<file path="src/wrbg_pkg.sv">
// ----------------------------------------------------------------------------
// wrbg_pkg: shared definitions for the waypoint guidance unit
// Widths, register indexes, reset values, the CORDIC arctangent table and the
// side-band word that travels alongside the arithmetic pipelines.
// ----------------------------------------------------------------------------
package wrbg_pkg;

  localparam int CORDIC_STAGES_DEF = 16;
  localparam int CORDIC_MAX_STAGES = 32;

  // The square root yields one result bit per stage; both long pipelines share
  // this depth so that their results line up.
  localparam int ISQRT_STAGES = 32;

  // CORDIC vector width (delta times 256 plus gain headroom) and angle width
  // (degrees scaled by 2^24).
  localparam int CW = 43;
  localparam int ZW = 34;

  localparam logic [1:0] CFG_CRUISE_DISTANCE = 2'd0;
  localparam logic [1:0] CFG_FULL_SPEED      = 2'd1;
  localparam logic [1:0] CFG_SLOW_RATIO      = 2'd2;

  localparam logic [31:0] CRUISE_DISTANCE_RST = 32'd65536;
  localparam logic [15:0] FULL_SPEED_RST      = 16'd1000;
  localparam logic [8:0]  SLOW_RATIO_RST      = 9'd128;

  localparam logic signed [ZW-1:0] Z_QUARTER   = 34'sd1509949440;
  localparam logic signed [16:0]   BRG_HALF    = 17'sd46080;
  localparam logic signed [16:0]   BRG_QUARTER = 17'sd23040;
  localparam logic signed [32:0]   RANGE_OFF   = -33'sd65536;

  localparam logic signed [ZW-1:0] ATAN_TAB [CORDIC_MAX_STAGES] = '{
    34'sd754974720, 34'sd445687602, 34'sd235489088, 34'sd119537938,
    34'sd60000934,  34'sd30029717,  34'sd15018523,  34'sd7509720,
    34'sd3754917,   34'sd1877466,   34'sd938734,    34'sd469367,
    34'sd234684,    34'sd117342,    34'sd58671,     34'sd29335,
    34'sd14668,     34'sd7334,      34'sd3667,      34'sd1833,
    34'sd917,       34'sd458,       34'sd229,       34'sd115,
    34'sd57,        34'sd29,        34'sd14,        34'sd7,
    34'sd4,         34'sd2,         34'sd1,         34'sd0
  };

  typedef struct packed {
    logic               en;
    logic               ovr;
    logic signed [16:0] ovr_brg;
    logic signed [16:0] yaw;
    logic signed [30:0] tx;
    logic signed [30:0] ty;
  } side_t;

endpackage

</file>
<file path="src/wrbg_isqrt.sv">
// ----------------------------------------------------------------------------
// wrbg_isqrt: pipelined integer square root
// Restoring digit-by-digit root of a 64-bit value, one result bit per stage.
// Gives the floor root and the remainder for the rounding stage downstream.
// ----------------------------------------------------------------------------
module wrbg_isqrt (
  input  logic        clk,
  input  logic        adv,
  input  logic [63:0] n_i,
  output logic [31:0] root_o,
  output logic [33:0] rem_o
);

  localparam int DEPTH = wrbg_pkg::ISQRT_STAGES;

  logic [63:0] n_in    [DEPTH];
  logic [31:0] root_in [DEPTH];
  logic [33:0] rem_in  [DEPTH];
  logic [63:0] n_out    [DEPTH-1];
  logic [31:0] root_out [DEPTH];
  logic [33:0] rem_out  [DEPTH];

  assign n_in[0]    = n_i;
  assign root_in[0] = '0;
  assign rem_in[0]  = '0;

  for (genvar k = 1; k < DEPTH; k++) begin : g_link
    assign n_in[k]    = n_out[k-1];
    assign root_in[k] = root_out[k-1];
    assign rem_in[k]  = rem_out[k-1];
  end

  for (genvar k = 0; k < DEPTH; k++) begin : g_stage
    logic [35:0] rem_sh;
    logic [35:0] trial;
    logic        take;
    logic [31:0] root_r;
    logic [33:0] rem_r;

    assign rem_sh = {rem_in[k], n_in[k][63:62]};
    assign trial  = {2'b00, root_in[k], 2'b01};
    assign take   = (rem_sh >= trial);

    // The remainder never exceeds twice the new root, so 34 bits hold it.
    always_ff @(posedge clk) begin
      if (adv) begin
        if (take) begin
          rem_r  <= 34'(rem_sh - trial);
          root_r <= {root_in[k][30:0], 1'b1};
        end else begin
          rem_r  <= rem_sh[33:0];
          root_r <= {root_in[k][30:0], 1'b0};
        end
      end
    end

    assign root_out[k] = root_r;
    assign rem_out[k]  = rem_r;

    if (k < DEPTH-1) begin : g_n
      logic [63:0] n_r;
      always_ff @(posedge clk) begin
        if (adv) begin
          n_r <= {n_in[k][61:0], 2'b00};
        end
      end
      assign n_out[k] = n_r;
    end
  end

  assign root_o = root_out[DEPTH-1];
  assign rem_o  = rem_out[DEPTH-1];

endmodule

</file>
<file path="config.mk">
export PLATFORM = sky130hd
export DESIGN_NAME = wrbg_isqrt
export DESIGN_NICKNAME = d
export VERILOG_FILES = /design/src/wrbg_pkg.sv /design/src/wrbg_isqrt.sv
export SDC_FILE = /design/constraint.sdc
export NUM_CORES = 2
export LEC_CHECK = 0
export BUFFER_PORTS_ARGS = -buffer_cell sky130_fd_sc_hd__buf_2
export CORE_ASPECT_RATIO = 0.6
export CORE_UTILIZATION = 30
export DETAILED_ROUTE_END_ITERATION = 8
export GPL_TIMING_DRIVEN = 0
export HOLD_SLACK_MARGIN = 0.12
export SLEW_MARGIN = 10
export SYNTH_ARGS = -nofsm -noshare
export SYNTH_HDL_FRONTEND = slang
export SYNTH_SLANG_ARGS = --single-unit
export TNS_END_PERCENT = 30
</file>
<file path="constraint.sdc">
create_clock -name clk -period 3.7 [get_ports clk]
set_clock_uncertainty 0.1 [all_clocks]
set_input_delay 0.185 -clock clk [delete_from_list [all_inputs] [get_ports clk]]
set_output_delay 0.185 -clock clk [all_outputs]
set_load 0.02 [all_outputs]
</file>
Word level (Yosys, flattened, before mapping)
Index checks and enable logic that the tools add are counted.
{"block": "classes", "mux": 64, "magnitude_cmp": 32, "addsub": 32}
{"operator": "34-bit two-way mux", "n": 31}
{"operator": "36-bit by 10-bit greater-or-equal comparator with 1-bit output", "n": 1}
{"operator": "36-bit by 11-bit greater-or-equal comparator with 1-bit output", "n": 1}
{"operator": "36-bit by 12-bit greater-or-equal comparator with 1-bit output", "n": 1}
{"operator": "36-bit by 13-bit greater-or-equal comparator with 1-bit output", "n": 1}
{"operator": "36-bit by 14-bit greater-or-equal comparator with 1-bit output", "n": 1}
{"operator": "36-bit by 15-bit greater-or-equal comparator with 1-bit output", "n": 1}
{"operator": "36-bit by 16-bit greater-or-equal comparator with 1-bit output", "n": 1}
{"operator": "36-bit by 17-bit greater-or-equal comparator with 1-bit output", "n": 1}
{"operator": "36-bit by 18-bit greater-or-equal comparator with 1-bit output", "n": 1}
{"operator": "36-bit by 19-bit greater-or-equal comparator with 1-bit output", "n": 1}
{"operator": "36-bit by 20-bit greater-or-equal comparator with 1-bit output", "n": 1}
{"operator": "36-bit by 21-bit greater-or-equal comparator with 1-bit output", "n": 1}
{"operator": "36-bit by 22-bit greater-or-equal comparator with 1-bit output", "n": 1}
{"operator": "36-bit by 23-bit greater-or-equal comparator with 1-bit output", "n": 1}
{"operator": "36-bit by 24-bit greater-or-equal comparator with 1-bit output", "n": 1}
{"operator": "36-bit by 25-bit greater-or-equal comparator with 1-bit output", "n": 1}
{"operator": "36-bit by 26-bit greater-or-equal comparator with 1-bit output", "n": 1}
{"operator": "36-bit by 27-bit greater-or-equal comparator with 1-bit output", "n": 1}
{"operator": "36-bit by 28-bit greater-or-equal comparator with 1-bit output", "n": 1}
{"operator": "36-bit by 29-bit greater-or-equal comparator with 1-bit output", "n": 1}
{"operator": "36-bit by 3-bit greater-or-equal comparator with 1-bit output", "n": 1}
{"operator": "36-bit by 30-bit greater-or-equal comparator with 1-bit output", "n": 1}
{"operator": "36-bit by 31-bit greater-or-equal comparator with 1-bit output", "n": 1}
{"operator": "other kinds (43)", "n": 74}
{"block": "word_totals", "elab_cells": 224, "output_inout_bits": 66, "regBits": 2577, "inputBits": 66}

Logic depth before layout (Yosys ltp)
{"block": "logic_depth", "depth_word": 2, "depth_mapped": 15, "depth_no_buf": 14}

Least setup slack after synthesis
Ideal clock, no wire load.
{"block": "synth_timing", "path_type": "register to register", "from": "reg g_stage[28].rem_r[3]", "to": "reg g_stage[29].rem_r[15], data pin", "required_ps": 3340, "setup_slack_ps": 49, "stages_incl_launch_ff": 11, "t_arrival_ps": 3291, "setup_time_ps": 260, "cell_sequence": "edfxtp_1 > ha_1 > a21o_1 > a21o_1 > a221oi_1 > o21ai_1 > a41o_1 > a211o_1 > a41oi_1 > clkbuf_1 > mux2_2"}
{"block": "synth_between", "elab_chain_len": 2, "word_cells_on_any_way": 3, "cone_classes": "1 x add/sub; 1 x order compare; 1 x mux"}
{"element": "start: declaration", "line": "wrbg_isqrt.sv:38", "text": "logic [33:0] rem_r;"}
{"element": "start signal: assignment", "line": "wrbg_isqrt.sv:48", "text": "rem_r <= 34'(rem_sh - trial);"}
{"element": "start signal: assignment", "line": "wrbg_isqrt.sv:51", "text": "rem_r <= rem_sh[33:0];"}
{"element": "34-bit by 31-bit subtractor with 34-bit output / 36-bit by 31-bit greater-or-equal comparator with 1-bit output (equally long branches)", "line": "wrbg_isqrt.sv:48, wrbg_isqrt.sv:42"}
{"element": "34-bit two-way mux (*)", "line": "wrbg_isqrt.sv:47", "text": "if (take) begin"}
{"element": "end signal: assignment", "line": "wrbg_isqrt.sv:48"}
{"element": "end signal: assignment", "line": "wrbg_isqrt.sv:51"}
{"element": "end: declaration", "line": "wrbg_isqrt.sv:38"}
Every way passes the cells marked *; elsewhere a longest branch is shown, timed or not.
A chain may end at the register's enable or synchronous reset.

Worst setup path after layout
{"block": "layout_timing", "from": "reg g_stage[12].rem_r[20]", "to": "reg g_stage[13].rem_r[33], data pin"}
{"block": "layout_between", "elab_chain_len": 2, "word_cells_on_any_way": 3, "cone_classes": "1 x add/sub; 1 x order compare; 1 x mux"}
{"element": "start: declaration", "line": "wrbg_isqrt.sv:38"}
{"element": "start signal: assignment", "line": "wrbg_isqrt.sv:48"}
{"element": "start signal: assignment", "line": "wrbg_isqrt.sv:51"}
{"element": "34-bit by 15-bit subtractor with 34-bit output / 36-bit by 15-bit greater-or-equal comparator with 1-bit output (equally long branches)", "line": "wrbg_isqrt.sv:48, wrbg_isqrt.sv:42"}
{"element": "34-bit two-way mux (*)", "line": "wrbg_isqrt.sv:47"}
{"element": "end signal: assignment", "line": "wrbg_isqrt.sv:48"}
{"element": "end signal: assignment", "line": "wrbg_isqrt.sv:51"}
{"element": "end: declaration", "line": "wrbg_isqrt.sv:38"}
Marked as above.

==> flow_summary.toml <==
[status]
run_status = "finished with violations"
violations = "negative setup slack"

[detailed_routing]
wl_microns = 273000
avgRoutedWirePerCell_microns = 17.9
viasPerCell = 4.82
dr_total_vias = 73400
firstDrtPassIters = 7
drtAntennaViolNets = 0
drc = 0
drt_iter0_markers = 7518

[sta]
drv_slew = 0
fmax_ghz = 0.264
timing.hold.ws_ns = 0.105
hold_viol_final = 0
tns_ns = -0.559
rsz0062_at_grt = "true"
post-route-period-util_pct = 102
period_minus_slack_ns = 3.79
worst_pin_slew_ns = 1.13
slew_headroom_pct = 23.0
setup_slack_ns = -0.0873
setup-violations-final = 16

[clock_network]
cts_sinks = 2543
h-tree-depth = 5
cts-root-buf = "clkbuf_16"
clk_latency_ns = 0.90
cts_tree = "yes"
cts_buffer_depth = 4
clk_pin_slew_ns = 0.06
cts_buffers = 272

[global_routing]
overflow = 0
grt_max_degree = 157
grt_use_met2_pct = 16.9
use_met1_pct = 21.8
first_global_vias = 67900
use_met3_pct = 2.87
grt_util_all_layers_pct = 13.1
grt_pass1_wl_microns = 413000
top_usage_layer = "met1"
antenna_found_initial = 7

[flow_run]
drv_cap = 0

[critical_path]
path_cells = "or3_4, or3_4, or3_4, or3_4, or4_4, nand3b_4, nor3b_4, clkinv_4, nand3_4, nor3_1, xor2_1"
path_buf_inv = 1
crit_fanout = 8
critPathLaunchType = "flop"
ff2ff_path_depth = 11
crit_path_end_kind = "flop"
critPathTopFamily = "simple AND/OR/NAND/NOR gates"
cp_common_cell = "or3_4"
cp_slowest_cell = "or4_4"
arrival_ns = 4.33
reg2reg_to = "g_stage[13].rem_r[33]"
cp.required_ns = 4.24
max_stage_delay_ns = 0.43
rrSetupSlack_ns = -0.09
r2r-start = "g_stage[12].rem_r[20]"
critical_path_class = "reg -> reg"

[place]
portBuffers = 131
gp_congestion = 0.871
place_area_sq_um = 126000
dp_cells = 14500
dp_hpwl_microns = 194000

[power_and_ir_drop]
power_density_nw_per_um2 = 616
cellLeakagePower_nw = 52.3
finalPower_mw = 85.7
ir_worst_vdd_v = 0.000378

[die]
die_width_microns = 813
row_count = 178
core_sq_um = 393000
start_util_pct = 30.2
fp.dieH_microns = 489
io_pins = 132
die_area_sq_um = 398000

[logic_synthesis]
syn_nets = 9811
synth_top_area_share_pct = 64.4
synth_top_cell_by_area = "edfxtp_1"
synth-simple-area-share_pct = 9.77
synth_seq_area_share_pct = 64.4
synth_top_family_by_area = "compound AO/OA/AOI/OAI gates"
async_flop_share_pct = 0
synth-xor-area-share_pct = 6.39
syn_inst = 9178
synth-compound-area-share_pct = 9.81
yosys_warnings = 0
synth.area.top_cells = "edfxtp_1, ha_1, xnor2_1, xor2_1, a21oi_1"
synth-seq-cells = 2543
muxShareOfSynthArea_pct = 0.739
syn_area_sq_um = 119000
synth_edf_count = 2543
synth_ff_type = "edfxtp_1"
synth_area_per_cell_sq_um = 12.9
synth.distinct_cells = 91
post_synth_fa_ha_maj_area_fraction_pct = 5.99

[finish]
drive_above_1_share_pct = 11.2
finalNonFillerCells = 15300
area_growth_syn_to_layout_pct = 17.4
layout.nets = 10500
diodes = 0
fin_area_sq_um = 139000

[worst_hold_path]
hold_path_class = "in -> reg"
worst_hold_startpoint = "adv"
worst_hold_path.endpoint = "g_stage[3].g_n.n_r[36]"
whs_path_depth = 3
[worst register-to-register path: stages (launching register included)]
cell	delay, ns
edfxtp_1	0.41
or3_4	0.40
or3_4	0.35
or3_4	0.35
or3_4	0.35
or4_4	0.43
nand3b_4	0.24
nor3b_4	0.31
clkinv_4	0.12
nand3_4	0.21
nor3_1	0.10
xor2_1	0.14
[sequential cells by signal, summed over array words and instances (netlist names)]
name             count
g_stage.g_n.n_r    992
g_stage.rem_r      989
g_stage.root_r     496
rem_o               34
root_o              32
[kinds of logic after synthesis]
group                      after synthesis
AOI/OAI and AO/OA                     1892
xor gates and xnor gates               865
adders and majority gates              567
buffers and inverters                  901
DFF                                   2543
muxes                                   79
other                                    1
and+or+nand+nor                       2330
[cells in the mapped netlist, drive strengths merged (40+ instances only)]
master	instances
a21o	277
a21oi	606
a31oi	41
and2	40
and3	45
clkbuf	156
edfxtp	2543
ha	567
inv	723
mux2	68
nand2	623
nand2b	118
nand3	158
nand4	114
nor2	540
nor2b	85
nor3	194
nor4	120
o21a	105
o21ai	513
o21bai	56
o31ai	53
or3	91
or4	63
xnor2	455
xor2	410
[timing repair]
item                                    in CTS  in global routing
endpoints found under the setup margin     770                896
pin swaps                                   24                 49
hold buffers                               130                  2
gates cloned                                 0                  2
setup buffers                               37                 77
hold endpoints to repair                   466                 75
gates resized for setup                    274                314
[routing by layer]
layer / wire length [microns] / vias to the layer above
met5: 13 / -
met4: 5350 / 2
met3: 21400 / 375
met2: 101000 / 2252
met1: 145000 / 35500
li1: - / 35300
[metrics by stage]
stage / util [%] / worst slack [ns]
final: 35.4 / -0.0873
after global routing: 35.4 / -0.185
after CTS: 35.0 / -0.156
after detailed placement: 32.2 / -1.44
after global placement: 32.0 / -40.13
after floorplan: - / 0.0489
[power by group]
group          leakage (nW)  switching [mW]  internal [mW]
Combinational          23.7            11.5           7.99
Clock                  4.17            11.6           15.4
Sequential             24.5            2.56           36.7
[worst max-delay path by stage]
stage                              to                   from  cells past startpoint
6_report        g_stage[13].rem_r[33]  g_stage[12].rem_r[20]                     11
5_1_grt         g_stage[13].rem_r[33]  g_stage[12].rem_r[20]                     11
4_1_cts         g_stage[12].rem_r[22]  g_stage[11].rem_r[21]                     12
3_5_place_dp    g_stage[29].rem_r[21]  g_stage[28].root_r[3]                     13
3_3_place_gp   g_stage[3].g_n.n_r[14]                    adv                      1
2_1_floorplan   g_stage[29].rem_r[15]   g_stage[28].rem_r[3]                     10
[final cells by class]
class	instances	area (sq um)
fill	38000	254000
tap	5220	6530
clock buffer	322	7080
buffer	164	915
clock inverter	146	1500
sequential	2543	76400
inverter	724	2730
multi-input combinational	5734	40400
timing repair buffer	398	3580
[cells in the final DEF (no fill, tap or decap), drive strengths merged, types with 118 or more instances in the layout]
cell,netlist,routed
dlygate4sd3,0,130
inv,723,735
nor4,120,120
nand2b,118,118
a21o,277,277
edfxtp,2543,2543
nor2,540,540
nand2,623,623
a21oi,606,606
xor2,410,410
nor3,194,194
xnor2,455,455
buf,21,297
clkbuf,156,456
nand3,158,158
o21ai,513,513
ha,567,567
(Power assumes the default switching activity.)
